**config.mk**
```make
export PLATFORM = sky130hd
export DESIGN_NAME = rdes_cfg
export DESIGN_NICKNAME = d
export VERILOG_FILES = /design/src/reaction_diffusion_euler_step_core_macros.svh /design/src/rdes_pkg.sv /design/src/rdes_cfg.sv
export SDC_FILE = /design/constraint.sdc
export NUM_CORES = 1
export LEC_CHECK = 0
export ABC_CLOCK_PERIOD_IN_PS = 12890
export BUFFER_PORTS_ARGS = -buffer_cell sky130_fd_sc_hd__buf_4
export CAP_MARGIN = 10
export CORE_MARGIN = 2
export CORE_UTILIZATION = 59
export DETAILED_ROUTE_END_ITERATION = 8
export PLACE_DENSITY_LB_ADDON = 0.15
export SETUP_SLACK_MARGIN = 0.02
export SLEW_MARGIN = 20
export SYNTH_ARGS = -nofsm -noshare
export SYNTH_HDL_FRONTEND = slang
export SYNTH_SLANG_ARGS = --single-unit
```
**constraint.sdc**
```tcl
create_clock -name clk -period 12.89 [get_ports clk]
set_input_delay 3.867 -clock clk [delete_from_list [all_inputs] [get_ports clk]]
set_output_delay 3.867 -clock clk [all_outputs]
set_load 0.01 [all_outputs]
```
**src/reaction_diffusion_euler_step_core_macros.svh**
```systemverilog
// Assertion macros shared by the reaction-diffusion step core.
// Each macro expects signals named clk and rst in the scope where it is used.
`ifndef REACTION_DIFFUSION_EULER_STEP_CORE_MACROS_SVH
`define REACTION_DIFFUSION_EULER_STEP_CORE_MACROS_SVH

// Property that must hold at every clock edge outside reset.
`define RDES_ASSERT(NAME, PROP, MSG) \
  NAME: assert property (@(posedge clk) disable iff (rst) PROP) else $error(MSG);

// Condition in one cycle that implies a consequence in the next cycle.
`define RDES_ASSERT_NEXT(NAME, ANTE, CONS, MSG) \
  NAME: assert property (@(posedge clk) disable iff (rst) (ANTE) |=> (CONS)) else $error(MSG);

`endif

```
**src/rdes_pkg.sv**
```systemverilog
// Shared types and constants for the reaction-diffusion step core.
// Used by the configuration, controller, datapath and top-level modules.
package rdes_pkg;

  localparam int MAX_ROWS_DEF = 64;
  localparam int MAX_COLS_DEF = 64;
  localparam int MIN_SIZE     = 3;

  localparam int DATA_W      = 32;
  localparam int GAIN_W      = 25;
  localparam int SIZE_W      = 7;
  localparam int IDX_W       = 12;
  localparam int OP_W        = 2;
  localparam int STAT_W      = 2;
  localparam int CFG_IDX_W   = 3;
  localparam int IN_TDATA_W  = 80;
  localparam int OUT_TDATA_W = 72;

  typedef enum logic [OP_W-1:0] {
    OP_WRITE = 2'd0,
    OP_STEP  = 2'd1,
    OP_READ  = 2'd2,
    OP_NONE  = 2'd3
  } op_t;

  typedef enum logic [STAT_W-1:0] {
    STATUS_OK    = 2'd0,
    STATUS_RANGE = 2'd1,
    STATUS_SAT   = 2'd2
  } status_t;

  typedef enum logic [CFG_IDX_W-1:0] {
    CFG_DIFF_U    = 3'd0,
    CFG_DIFF_V    = 3'd1,
    CFG_FEED      = 3'd2,
    CFG_KILL      = 3'd3,
    CFG_ROW_COUNT = 3'd4,
    CFG_COL_COUNT = 3'd5
  } cfg_reg_t;

  typedef enum logic [1:0] {
    RD_NONE,
    RD_CENTER,
    RD_NBR,
    RD_RESULT
  } rd_kind_t;

  typedef enum logic [2:0] {
    M_UV,
    M_UV2,
    M_DU,
    M_DV,
    M_FU,
    M_FKV
  } mul_sel_t;

  typedef enum logic [2:0] {
    NB_CENTER,
    NB_UP,
    NB_DOWN,
    NB_LEFT,
    NB_RIGHT
  } nbr_t;

  typedef enum logic [2:0] {
    ST_IDLE,
    ST_RD_WAIT,
    ST_READ,
    ST_MUL,
    ST_ACC,
    ST_WRITE,
    ST_DONE
  } state_t;

  typedef struct packed {
    logic [GAIN_W-1:0] du;
    logic [GAIN_W-1:0] dv;
    logic [GAIN_W-1:0] f;
    logic [GAIN_W:0]   fk;
  } gains_t;

  typedef struct packed {
    logic     mem_we_in;
    rd_kind_t rd_kind;
    logic     res_clear;
    logic     clr_sat;
    logic     mul_en;
    mul_sel_t mul_sel;
    logic     acc_en;
    logic     wr_step;
    logic     out_load;
    logic     out_step;
    logic     out_range;
  } cmd_t;

  typedef struct packed {
    logic out_busy;
  } dp_stat_t;

endpackage

```
**src/rdes_cfg.sv**
```systemverilog
// Configuration registers of the reaction-diffusion step core.
// Clamps the grid size and derives the cell count; depends on rdes_pkg.
module rdes_cfg #(
  parameter int MAX_ROWS = rdes_pkg::MAX_ROWS_DEF,
  parameter int MAX_COLS = rdes_pkg::MAX_COLS_DEF
) (
  input  logic                                         clk,
  input  logic                                         rst,
  input  logic                                         cfg_we,
  input  logic [rdes_pkg::CFG_IDX_W-1:0]               cfg_index,
  input  logic [rdes_pkg::GAIN_W-1:0]                  cfg_data,
  output rdes_pkg::gains_t                             gains,
  output logic [$clog2(MAX_ROWS+1)-1:0]                rows,
  output logic [$clog2(MAX_COLS+1)-1:0]                cols,
  output logic [$clog2(MAX_ROWS*MAX_COLS):0]           total
);
  import rdes_pkg::*;

  localparam int ROW_W = $clog2(MAX_ROWS + 1);
  localparam int COL_W = $clog2(MAX_COLS + 1);
  localparam int TOT_W = $clog2(MAX_ROWS * MAX_COLS) + 1;

  logic [GAIN_W-1:0] diffusion_u;
  logic [GAIN_W-1:0] diffusion_v;
  logic [GAIN_W-1:0] feed_rate;
  logic [GAIN_W-1:0] kill_rate;
  logic [SIZE_W-1:0] row_count;
  logic [SIZE_W-1:0] col_count;

  always_ff @(posedge clk) begin
    if (rst) begin
      diffusion_u <= '0;
      diffusion_v <= '0;
      feed_rate   <= '0;
      kill_rate   <= '0;
      row_count   <= SIZE_W'(64);
      col_count   <= SIZE_W'(64);
    end else if (cfg_we) begin
      unique case (cfg_reg_t'(cfg_index))
        CFG_DIFF_U:    diffusion_u <= cfg_data;
        CFG_DIFF_V:    diffusion_v <= cfg_data;
        CFG_FEED:      feed_rate   <= cfg_data;
        CFG_KILL:      kill_rate   <= cfg_data;
        CFG_ROW_COUNT: row_count   <= cfg_data[SIZE_W-1:0];
        CFG_COL_COUNT: col_count   <= cfg_data[SIZE_W-1:0];
        default: ;
      endcase
    end
  end

  // Sizes outside the supported range are clamped to it.
  always_comb begin
    if (row_count < SIZE_W'(MIN_SIZE)) begin
      rows = ROW_W'(MIN_SIZE);
    end else if (32'(row_count) > MAX_ROWS) begin
      rows = ROW_W'(MAX_ROWS);
    end else begin
      rows = ROW_W'(row_count);
    end
    if (col_count < SIZE_W'(MIN_SIZE)) begin
      cols = COL_W'(MIN_SIZE);
    end else if (32'(col_count) > MAX_COLS) begin
      cols = COL_W'(MAX_COLS);
    end else begin
      cols = COL_W'(col_count);
    end
  end

  assign total    = TOT_W'(TOT_W'(rows) * TOT_W'(cols));
  assign gains.du = diffusion_u;
  assign gains.dv = diffusion_v;
  assign gains.f  = feed_rate;
  assign gains.fk = (GAIN_W+1)'(feed_rate) + (GAIN_W+1)'(kill_rate);

endmodule

```
==> metrics.md <==
| Metric | Value |
|---|---|
| Status | `complete, no violations` |
| Hold Crit Class | `reg -> reg` |
| Post-synth top cells | `258 x nand2_1, 130 x a21oi_1, 114 x dfxtp_1, 55 x ha_1, 54 x nor2_1` |
| HPWL after DPL | `13600 um` |
| Grt met1 use | `42.9%` |
| Cell-internal power | `around 700 uW` |
| Cts bufs inserted | `17` |
| Post-synth top area share | `between 30 and 40%` |
| Max Slew Vio Count | `0` |
| Via/cell ratio | `between 5 and 6` |
| Drt pass-1 iters | `5` |
| Initial antenna violation count | `0` |
| Reg clk slew, reported paths | `50 ps` |
| Final hold vios | `0` |
| Clock power share | `52.1%` |
| Die Area | `about 0.013 mm^2` |
| Diodes inserted | `0` |
| Initial Util | `60.6%` |
| Fraction of registers with async set/reset | `0%` |
| Fmax | `~0.11 GHz` |
| First-pass GRT wire length | `30600 um` |
| Relative slew slack | `30.4%` |
| TritonCTS clock tree | `done` |
| Worst Tran Pin Value | `about 1000 ps` |
| Multi-input combinational cell area | `0.00426 mm^2` |
| Count leader, synth | `nand2_1` |
| Boundary Pins | `159` |
| Top cell type by total area after synthesis | `dfxtp_1` |
| Final setup viols | `0` |
| Hold WS | `around 450 ps` |
| Crit path DAT | `5420 ps` |
| IO Port Bufs | `158` |
| Reg power frac | `39.6%` |
| DRC | `0` |
| Max Cap Viol | `0` |
| Fillcell total | `875` |
| Worst EP required | `9020 ps` |
| # H-tree levels | `4` |
| Clk root buf | `clkbuf_16` |
| Gr usage total | `30.0%` |
| Initial DRC count | `546` |
| Hold_buf cts | `0` |
| Final nets | `1144` |
| Number of synthesized flops with an enable pin | `0` |
| Clock latency on the worst-skew pair | `about 400 ps` |
| Crit path capture type | `output port` |
| RSZ-0062 raised after global routing | `false` |
| Synth Flop Type | `dfxtp_1` |
| WS Path Type | `reg -> out` |
| Crit Path Max Fanout | `6` |
| Peak VDD IR | `111 uV` |
| NetSw | `217 uW` |
| PwrDens | `~110 mW/mm^2` |
| Avg Inst Size Synth | `approximately 7.7 um^2` |
| Row cnt | `39` |
| Setup crit start kind | `register` |
| Syn. warnings | `0` |
| Setup Skew | `0 ps` |
| FF+latch area | `0.00228 mm^2` |
| Largest net degree at the start of global routing | `115` |
| Via Count | `6630` |
| GR Util met3 | `just over 9%` |
| DRT Wirelength | `19100 um` |
| Placeable Area | `0.0114 mm^2` |
| Chip Height | `112 um` |
| Syn nets | `roughly 1000` |
| Die width | `112 um` |
| Leakage | `just over 4 nW` |
| Post-Route Setup TNS | `0 ps` |
| Leading cell types by total area after synthesis | `dfxtp_1 33%, nand2_1 14%, ha_1 9.9%` |
| Clock Sinks | `114` |
| Global placement routability congestion | `0.898` |
| GRT Max-Usage Layer | `met2` |
| WL per Instance | `16.0 um` |
| CTS max path bufs | `2` |
| Combinational share of power | `8.2%` |
| P&R area growth vs syn | `26.1%` |
| Overflow after GRT | `0` |
| Fin crit share | `72.1%` |
| CTS resizes | `0` |
| Yosys reg bits | `114` |
| Tmin final | `9290 ps` |
| Post-synthesis cell type count | `just over 50` |
| Post-Synthesis Cell Area | `0.00692 mm^2` |
| Post-CTS Setup Repair Bufs | `0` |
| M2 GR Usage | `44.7%` |
| Seq/Total Area, Yosys | `33.0%` |
| Final ANT Viol Nets | `0` |
| Cells after synthesis | `901` |
| Vias in the first global route | `6210` |
| Switching share of power | `a little under a quarter` |
| Layout cells sized above 1 | `19.5%` |
==> placed cells by master, fill, tap and decap left out, types with 5 or more instances in the layout <==
| master | n |
|---|---|
| nand2_1 | 258 |
| buf_4 | 159 |
| a21oi_1 | 130 |
| dfxtp_1 | 114 |
| ha_1 | 55 |
| nor2_1 | 54 |
| inv_1 | 46 |
| xnor2_1 | 27 |
| fa_1 | 24 |
| o21ai_0 | 17 |
| clkbuf_16 | 17 |
| nand2b_1 | 12 |
| a21o_1 | 12 |
| nand3_1 | 11 |
| and2_1 | 9 |
| nor3_1 | 8 |
| mux2i_1 | 7 |
| or2_2 | 6 |
| nand4_1 | 6 |
| a31oi_1 | 6 |
| and3_1 | 5 |
==> critical path: stages, from the launching register on <==
cell and delay [ps]:
dfxtp_1 320, nor4_1 360, nor2_1 60, or2_2 330, inv_1 110, nand2_1 80, fa_1 530, fa_1 540
inv_1 50, fa_1 530, inv_1 50, fa_1 520, inv_1 40, ha_1 330, o21ai_0 160, nor2_1 70
o41ai_1 420, o21ai_0 200, xnor2_1 150, buf_4 140
==> per-stage QoR <==
stage                     cell area [um^2]  power [mW]  setup WS [ps]  instances  util, %
after floorplan                       6920       0.411           4180        901        -
after global placement                8090       0.445           4070       1157     70.8
after detailed placement              8090       0.446           4000       1157     70.8
after CTS                             8700       0.923           3580       1189     76.2
after global routing                  8730       0.951           3140       1190     76.4
final                                 8730       0.923           3600       1190     76.4
==> sequential cells by signal (all words and copies together), names as in the netlist <==
name / flops
col_count: 7
diffusion_u: 25
diffusion_v: 25
feed_rate: 25
kill_rate: 25
row_count: 7
==> layer usage <==
layer  share of wire (%)  vias to the layer above
met4                 1.5                        0
met1                  44                     3060
met5                   0                        -
li1                    -                     3255
met2                  43                      289
met3                  11                       26
==> power groups by stage <==
stage | clock network (mW) | registers (mW) | logic (mW)
2_1_floorplan | 0 | 0.374 | 0.0373
3_3_place_gp | 0 | 0.373 | 0.0726
3_5_place_dp | 0 | 0.373 | 0.0733
4_1_cts | 0.483 | 0.366 | 0.0740
5_1_grt | 0.502 | 0.367 | 0.0822
6_report | 0.481 | 0.366 | 0.0758
==> cell type report <==
type	count	share of cell area, %
multi-input combinational	695	48.8
tap	143	2.05
timing repair buffer	160	14.0
clock inverter	12	1.78
inverter	46	1.98
sequential	114	26.2
clock buffer	20	5.23
==> worst paths after layout <==
path                    from               to  slack (ps)  depth (start not counted)
max             row_count[2]        total[12]        3600                         19
min          diffusion_u[20]  diffusion_u[20]         450                          2
max reg2reg     col_count[6]     col_count[6]       12030                          2
min reg2reg  diffusion_u[20]  diffusion_u[20]         450                          2
==> logic make-up (layout without fill, tap and decap cells) <==
logic type      after synthesis  after routing  synth area share, %
compound gates              195            195                 16.4
xor+xnor                     31             31                 3.92
fa+ha+maj                    79             79                 16.9
buf+inv                      92            238                 5.44
flops                       114            114                 33.0
mux                           7              7                 1.01
simple gates                383            383                 23.3
Power figures use the tool's default switching activity.
