[src/reaction_diffusion_euler_step_core_macros.svh]
// Assertion macros shared by the reaction-diffusion step core.
// Each macro expects signals named clk and rst in the scope where it is used.
`ifndef REACTION_DIFFUSION_EULER_STEP_CORE_MACROS_SVH
`define REACTION_DIFFUSION_EULER_STEP_CORE_MACROS_SVH

// Property that must hold at every clock edge outside reset.
`define RDES_ASSERT(NAME, PROP, MSG) \
  NAME: assert property (@(posedge clk) disable iff (rst) PROP) else $error(MSG);

// Condition in one cycle that implies a consequence in the next cycle.
`define RDES_ASSERT_NEXT(NAME, ANTE, CONS, MSG) \
  NAME: assert property (@(posedge clk) disable iff (rst) (ANTE) |=> (CONS)) else $error(MSG);

`endif

[src/rdes_pkg.sv]
// Shared types and constants for the reaction-diffusion step core.
// Used by the configuration, controller, datapath and top-level modules.
package rdes_pkg;

  localparam int MAX_ROWS_DEF = 64;
  localparam int MAX_COLS_DEF = 64;
  localparam int MIN_SIZE     = 3;

  localparam int DATA_W      = 32;
  localparam int GAIN_W      = 25;
  localparam int SIZE_W      = 7;
  localparam int IDX_W       = 12;
  localparam int OP_W        = 2;
  localparam int STAT_W      = 2;
  localparam int CFG_IDX_W   = 3;
  localparam int IN_TDATA_W  = 80;
  localparam int OUT_TDATA_W = 72;

  typedef enum logic [OP_W-1:0] {
    OP_WRITE = 2'd0,
    OP_STEP  = 2'd1,
    OP_READ  = 2'd2,
    OP_NONE  = 2'd3
  } op_t;

  typedef enum logic [STAT_W-1:0] {
    STATUS_OK    = 2'd0,
    STATUS_RANGE = 2'd1,
    STATUS_SAT   = 2'd2
  } status_t;

  typedef enum logic [CFG_IDX_W-1:0] {
    CFG_DIFF_U    = 3'd0,
    CFG_DIFF_V    = 3'd1,
    CFG_FEED      = 3'd2,
    CFG_KILL      = 3'd3,
    CFG_ROW_COUNT = 3'd4,
    CFG_COL_COUNT = 3'd5
  } cfg_reg_t;

  typedef enum logic [1:0] {
    RD_NONE,
    RD_CENTER,
    RD_NBR,
    RD_RESULT
  } rd_kind_t;

  typedef enum logic [2:0] {
    M_UV,
    M_UV2,
    M_DU,
    M_DV,
    M_FU,
    M_FKV
  } mul_sel_t;

  typedef enum logic [2:0] {
    NB_CENTER,
    NB_UP,
    NB_DOWN,
    NB_LEFT,
    NB_RIGHT
  } nbr_t;

  typedef enum logic [2:0] {
    ST_IDLE,
    ST_RD_WAIT,
    ST_READ,
    ST_MUL,
    ST_ACC,
    ST_WRITE,
    ST_DONE
  } state_t;

  typedef struct packed {
    logic [GAIN_W-1:0] du;
    logic [GAIN_W-1:0] dv;
    logic [GAIN_W-1:0] f;
    logic [GAIN_W:0]   fk;
  } gains_t;

  typedef struct packed {
    logic     mem_we_in;
    rd_kind_t rd_kind;
    logic     res_clear;
    logic     clr_sat;
    logic     mul_en;
    mul_sel_t mul_sel;
    logic     acc_en;
    logic     wr_step;
    logic     out_load;
    logic     out_step;
    logic     out_range;
  } cmd_t;

  typedef struct packed {
    logic out_busy;
  } dp_stat_t;

endpackage

[src/rdes_ctrl.sv]
// Controller of the reaction-diffusion step core: input handshake, grid walk,
// neighbor addressing and the per-cell sequence. Depends on rdes_pkg and macros.
`include "reaction_diffusion_euler_step_core_macros.svh"

module rdes_ctrl #(
  parameter int MAX_ROWS = rdes_pkg::MAX_ROWS_DEF,
  parameter int MAX_COLS = rdes_pkg::MAX_COLS_DEF
) (
  input  logic                                   clk,
  input  logic                                   rst,
  input  logic                                   s_tvalid,
  output logic                                   s_tready,
  input  rdes_pkg::op_t                          op,
  input  logic [rdes_pkg::IDX_W-1:0]             cell_index,
  input  logic [$clog2(MAX_ROWS+1)-1:0]          rows,
  input  logic [$clog2(MAX_COLS+1)-1:0]          cols,
  input  logic [$clog2(MAX_ROWS*MAX_COLS):0]     total,
  input  rdes_pkg::dp_stat_t                     stat,
  output rdes_pkg::cmd_t                         cmd,
  output logic [$clog2(MAX_ROWS*MAX_COLS):0]     rd_addr,
  output logic [$clog2(MAX_ROWS*MAX_COLS):0]     wr_addr
);
  import rdes_pkg::*;

  localparam int ROW_W  = $clog2(MAX_ROWS + 1);
  localparam int COL_W  = $clog2(MAX_COLS + 1);
  localparam int CELL_W = $clog2(MAX_ROWS * MAX_COLS);
  localparam int TOT_W  = CELL_W + 1;
  localparam int ADDR_W = CELL_W + 1;
  localparam int CMP_W  = (TOT_W > IDX_W) ? TOT_W : IDX_W;

  state_t            state;
  state_t            state_next;
  logic              active_bank;
  op_t               op_q;
  logic              range_q;
  nbr_t              slot;
  mul_sel_t          mslot;
  logic [ROW_W-1:0]  r;
  logic [COL_W-1:0]  c;
  logic [CELL_W-1:0] k;

  logic              in_range;
  logic [CELL_W-1:0] idx_cell;
  logic [CELL_W-1:0] cols_c;
  logic [CELL_W-1:0] last_base;
  logic              r_last;
  logic              c_last;
  logic [CELL_W-1:0] nbr_cell;

  assign in_range  = CMP_W'(cell_index) < CMP_W'(total);
  assign idx_cell  = CELL_W'(CMP_W'(cell_index));
  assign cols_c    = CELL_W'(cols);
  assign last_base = CELL_W'(total - TOT_W'(cols));
  assign r_last    = (r == ROW_W'(rows - 1'b1));
  assign c_last    = (c == COL_W'(cols - 1'b1));

  // Neighbor of cell k on the torus; each result lies below the cell count.
  always_comb begin
    unique case (slot)
      NB_CENTER: nbr_cell = k;
      NB_UP:     nbr_cell = (r == '0) ? k + last_base : k - cols_c;
      NB_DOWN:   nbr_cell = r_last ? k - last_base : k + cols_c;
      NB_LEFT:   nbr_cell = (c == '0) ? k + cols_c - 1'b1 : k - 1'b1;
      NB_RIGHT:  nbr_cell = c_last ? k - cols_c + 1'b1 : k + 1'b1;
      default:   nbr_cell = k;
    endcase
  end

  assign rd_addr = (state == ST_IDLE) ? {active_bank, idx_cell} : {active_bank, nbr_cell};
  assign wr_addr = (state == ST_IDLE) ? {active_bank, idx_cell} : {~active_bank, k};

  always_ff @(posedge clk) begin
    if (rst) begin
      state <= ST_IDLE;
    end else begin
      state <= state_next;
    end
  end

  always_ff @(posedge clk) begin
    if (rst) begin
      active_bank <= 1'b0;
      op_q        <= OP_NONE;
      range_q     <= 1'b0;
      slot        <= NB_CENTER;
      mslot       <= M_UV;
      r           <= '0;
      c           <= '0;
      k           <= '0;
    end else begin
      unique case (state)
        ST_IDLE: begin
          if (s_tvalid) begin
            op_q    <= op;
            range_q <= ((op == OP_WRITE) || (op == OP_READ)) && !in_range;
            slot    <= NB_CENTER;
            r       <= '0;
            c       <= '0;
            k       <= '0;
          end
        end
        ST_READ: begin
          unique case (slot)
            NB_CENTER: slot <= NB_UP;
            NB_UP:     slot <= NB_DOWN;
            NB_DOWN:   slot <= NB_LEFT;
            NB_LEFT:   slot <= NB_RIGHT;
            default:   mslot <= M_UV;
          endcase
        end
        ST_ACC: begin
          unique case (mslot)
            M_UV:    mslot <= M_UV2;
            M_UV2:   mslot <= M_DU;
            M_DU:    mslot <= M_DV;
            M_DV:    mslot <= M_FU;
            M_FU:    mslot <= M_FKV;
            default: mslot <= M_UV;
          endcase
        end
        ST_WRITE: begin
          slot <= NB_CENTER;
          k    <= k + 1'b1;
          if (c_last) begin
            c <= '0;
            if (r_last) begin
              active_bank <= ~active_bank;
            end else begin
              r <= r + 1'b1;
            end
          end else begin
            c <= c + 1'b1;
          end
        end
        default: ;
      endcase
    end
  end

  always_comb begin
    state_next = state;
    cmd        = '0;
    s_tready   = 1'b0;
    unique case (state)
      ST_IDLE: begin
        s_tready = 1'b1;
        if (s_tvalid) begin
          unique case (op)
            OP_WRITE: begin
              cmd.mem_we_in = in_range;
              cmd.res_clear = 1'b1;
              state_next    = ST_DONE;
            end
            OP_READ: begin
              if (in_range) begin
                cmd.rd_kind = RD_RESULT;
                state_next  = ST_RD_WAIT;
              end else begin
                cmd.res_clear = 1'b1;
                state_next    = ST_DONE;
              end
            end
            OP_STEP: begin
              cmd.res_clear = 1'b1;
              cmd.clr_sat   = 1'b1;
              state_next    = ST_READ;
            end
            default: begin
              cmd.res_clear = 1'b1;
              state_next    = ST_DONE;
            end
          endcase
        end
      end
      ST_RD_WAIT: state_next = ST_DONE;
      ST_READ: begin
        cmd.rd_kind = (slot == NB_CENTER) ? RD_CENTER : RD_NBR;
        if (slot == NB_RIGHT) begin
          state_next = ST_MUL;
        end
      end
      ST_MUL: begin
        cmd.mul_en  = 1'b1;
        cmd.mul_sel = mslot;
        state_next  = ST_ACC;
      end
      ST_ACC: begin
        cmd.acc_en = 1'b1;
        state_next = (mslot == M_FKV) ? ST_WRITE : ST_MUL;
      end
      ST_WRITE: begin
        cmd.wr_step = 1'b1;
        state_next  = (c_last && r_last) ? ST_DONE : ST_READ;
      end
      ST_DONE: begin
        if (!stat.out_busy) begin
          cmd.out_load  = 1'b1;
          cmd.out_step  = (op_q == OP_STEP);
          cmd.out_range = range_q;
          state_next    = ST_IDLE;
        end
      end
      default: state_next = ST_IDLE;
    endcase
  end

  `RDES_ASSERT(a_in_write_idle, (state != ST_IDLE) |-> !cmd.mem_we_in, "input write outside idle")
  `RDES_ASSERT(a_bank_flip, (active_bank != $past(active_bank)) |-> ($past(state) == ST_WRITE), "bank changed outside a step write")
  `RDES_ASSERT(a_walk_range, (state == ST_READ) |-> ((r < rows) && (32'(c) < 32'(cols))), "grid walk out of range")
  `RDES_ASSERT(a_step_bank, cmd.wr_step |-> (wr_addr[ADDR_W-1] != active_bank), "step wrote the active bank")
  `RDES_ASSERT_NEXT(a_step_start, (state == ST_IDLE) && s_tvalid && (op == OP_STEP), (state == ST_READ) && (slot == NB_CENTER) && (k == '0), "step did not start at the first cell")

endmodule

[config.mk]
export PLATFORM = sky130hd
export DESIGN_NAME = rdes_ctrl
export DESIGN_NICKNAME = d
export VERILOG_FILES = /design/src/rdes_pkg.sv /design/src/rdes_ctrl.sv
export VERILOG_INCLUDE_DIRS = /design/src /design/src/src
export SDC_FILE = /design/constraint.sdc
export NUM_CORES = 1
export LEC_CHECK = 0
export BUFFER_PORTS_ARGS = -buffer_cell sky130_fd_sc_hd__buf_2
export CAP_MARGIN = 20
export CORE_ASPECT_RATIO = 0.5
export CORE_MARGIN = 1.5
export CORE_UTILIZATION = 36
export CTS_BUF_LIST = sky130_fd_sc_hd__clkbuf_8
export DETAILED_ROUTE_END_ITERATION = 6
export MAX_ROUTING_LAYER = met4
export PLACE_DENSITY = 0.53
export SLEW_MARGIN = 20
export SYNTH_ARGS = -nofsm -noshare
export SYNTH_HDL_FRONTEND = slang
export SYNTH_SLANG_ARGS = --single-unit
[constraint.sdc]
create_clock -name clk -period 3.5 [get_ports clk]
set_clock_uncertainty 0.15 [all_clocks]
set_input_delay 0.175 -clock clk [delete_from_list [all_inputs] [get_ports clk]]
set_output_delay 0.175 -clock clk [all_outputs]
set_load 0.01 [all_outputs]
==> impl_metrics.ini <==
[hold_path]
hp-class = in2reg

[detailed_routing]
detail_route.first_pass.iterations = 6
wl_microns = 25400
routedWlPerCell_microns = 17.4
vias = 7877
initialDrtViolationCount = 613
drt-vias-per-instance = 5.39
final_antenna_net_count = 0
drc = 0

[floorplanning]
dieArea_sq_um = 19800
core-area_sq_um = 18500
rows = 35
die_w_microns = 198
initial_core_util_pct = 36.9
ios = 86
dieHeight_microns = 100

[yosys]
synth_area_sq_um = 6820
synth_seq_cells = 39
synth_enable_flop_cells = 0
synth-compound-area-share_pct = 24.6
async_reset_ff_share_pct = 0
yosysTopAreaCell = ha_1
synth_top_area_share_pct = 12.1
ys_warn_count = 0
synthAdderAreaFrac_pct = 13.6
avgSynthCellArea_sq_um = 6.88
synth_top_family_by_area = simple AND/OR/NAND/NOR gates
netlist_top_cells_area = ha_1, dfxtp_1, xnor2_1
synthMuxAreaShare_pct = 2.99
syn_inst = 991
synthSimpleGateAreaFrac_pct = 27.7
ys.flop_type = dfxtp_1
ys_seq_area_share_pct = 11.4
synthDistinctLibCells = 77
synthXorXnorAreaFrac_pct = 12.3
synth_nets = 1107

[critical_path]
start_kind = primary input
worstPathMaxFanout = 4
cp.arrival_ns = 3.71
required_ns = 3.17
critPathKind = in2out
critPathMaxStageDelay_ns = 0.44
path_buf_inv = 5
cp_top_family = compound AO/OA/AOI/OAI gates
cp-end-kind = primary output
crit_slowest_cell = or3_4
path_cells = buf_6, inv_4, ha_4, inv_2, fa_2, a21o_1, a21oi_2, o21bai_1, a21oi_2, o21ai_2, or3_4, xnor2_4, ha_4, inv_4, a221o_1, xnor2_1, mux2i_1, a22oi_1, a31oi_1, buf_2

[timing]
setup_ws_ns = -0.530
hold_viol = 0
fin_crit_ns = 4.03
slew_headroom_pct = 55.6
fin_crit_sh_pct = 115
max_clock_freq_mhz = 248
rsz0062_at_grt = yes
setup_viol = 8
worst_pin_slew_ns = 0.666
drv_slew = 0

[placed_design]
dpl.hpwl_microns = 20200
place_area_sq_um = 8520
post-place-ws_ns = -0.681
port-buffer-count = 85
place_congestion = 0.909

[cells_and_area]
design_area_sq_um = 9230
drive_above_1_share_pct = 28.7
utilization_pct = 49.9
fin_nets = 1317
syn2layout_area_growth_pct = 35.3
n_antenna_cell = 0

[power_and_ir_drop]
vdd_drop_max_uv = 225
pwr-share-comb_pct = 68.6
p_int_mw = 1.56
seq_power_share_pct = 17.7
leakage_nw = 4.26
totalPowerFinal_mw = 3.03
power_density_nw_per_um2 = 328
clkPwrFrac_pct = 13.7
switching_share_pct = 48.5
power.switching_mw = 1.47

[clocking]
clockBufferDepth = 2
cts_tree = done
ctsHoldBuffers = 0
numCtsBuffers = 5
cts_max_level = 2
clk_pin_slew_ns = 0.08
cts_root_buf = clkbuf_8
clk_latency_ns = 0.31
clock_sinks = 39

[global_routing]
overflow = 0
antenna_found_initial = 0
grt_use_total_pct = 26.1
grt_pass1_vias = 7265
grt_max_degree = 34
grt_pass1_wl_microns = 39400

[run_status]
violations = negative setup slack
status = complete, but fails checks

[run]
max_cap_viol_count = 0
==> cells by family (layout without fill, tap and decap cells) <==
kind of cell	count (synthesis)	count (layout)
simple gates	392	392
compound gates	250	250
buf+inv	125	336
xor+xnor	94	94
fa+ha+maj	71	71
flops	39	39
mux	20	20
==> worst reg2reg max path: cells and delay by family (launching register included) <==
kind	cells	cell delay (ns)
AO/OA/AOI/OAI	3	0.72
XOR/XNOR	2	0.55
buffers and inverters	1	0.22
flip-flops	1	0.40
AND/OR/NAND/NOR	4	0.73
==> repair_timing <==
| item | in CTS | in global routing |
|---|---|---|
| buffers inserted | 11 | 11 |
| pin swaps | 40 | 35 |
| gates resized for setup | 52 | 42 |
| endpoints found under the setup margin | 9 | 10 |
==> placed cells by master (no fill, tap or decap), types with 8 or more instances in the layout <==
cell type and n:
buf_6 11, o31a_1 8, xor2_1 27, buf_4 163
o211ai_1 11, buf_2 82, nor2b_1 16, nand3_1 27
and2_1 9, ha_1 54, nor2_1 119, inv_1 64
nand2b_1 11, nor3_1 37, a22oi_1 8, xnor2_1 57
nand2_1 97, a21oi_1 60, dfxtp_1 36, mux2i_1 17
o21ai_0 44, a211oi_1 12, and3_1 16, or3_1 11
==> through the flow <==
stage          setup TNS (ns)  hold WS, ns  instances
6_report                -3.02       0.0903       1461
5_1_grt                 -4.27        0.126       1461
4_1_cts                 -2.48       0.0878       1450
3_5_place_dp            -3.69        0.292       1432
3_3_place_gp            -3.28        0.287       1432
2_1_floorplan         -0.0163        0.250        991
==> power by group through the flow <==
stage,combinational (mW),sequential [mW],clock (mW)
after global routing,2.27,0.546,0.442
after floorplan,1.19,0.514,0
after global placement,1.93,0.545,0
final,2.08,0.536,0.416
after CTS,2.00,0.536,0.421
after detailed placement,1.94,0.547,0
==> final timing paths <==
kind / from / cells after the start / end / slack, ns
setup / recovery: total[0] / 20 / rd_addr[11] / -0.53
hold / removal: op[1] / 4 / op_q[1]$_SDFFE_PP1P_ / 0.09
hold reg to reg: range_q$_SDFFE_PP0P_ / 2 / range_q$_SDFFE_PP0P_ / 0.30
setup reg to reg: r[6]$_SDFFE_PP0P_ / 10 / r[6]$_SDFFE_PP0P_ / 0.64
==> registers in the layout, indices dropped and copies added, names as in the netlist, 2 cells and up <==
signal,count
k,12
c,7
r,7
mslot,3
slot,3
state,3
op_q,2
==> layout make-up <==
cell class | count | area (sq um)
Timing Repair Buffer | 258 | 1800
Multi-Input combinational cell | 827 | 5930
Tap cell | 259 | 324
Inverter | 70 | 274
Sequential cell | 39 | 787
Clock buffer | 6 | 82.6
Clock inverter | 2 | 35.0
Fill cell | 1905 | 9250
==> cells in the mapped netlist, drive strengths merged, types with 18 or more instances <==
master and count:
o21ai 54, a21oi 67, nand2 97, clkbuf 40, nor2b 18, nor3 37, dfxtp 39, nand3 27
nor2 122, ha 66, inv 70, xor2 30, xnor2 63
==> routing by layer <==
| layer | wire, microns | track usage (%) | part of all wire, % |
|---|---|---|---|
| met3 | 1680 | 3.13 | 6.6 |
| met4 | 265 | 3.52 | 1.0 |
| met2 | 10200 | 37.4 | 40 |
| met5 | 0 | - | 0 |
| met1 | 13200 | 39.3 | 52 |
Note: power is estimated with default switching activity, not from simulation.
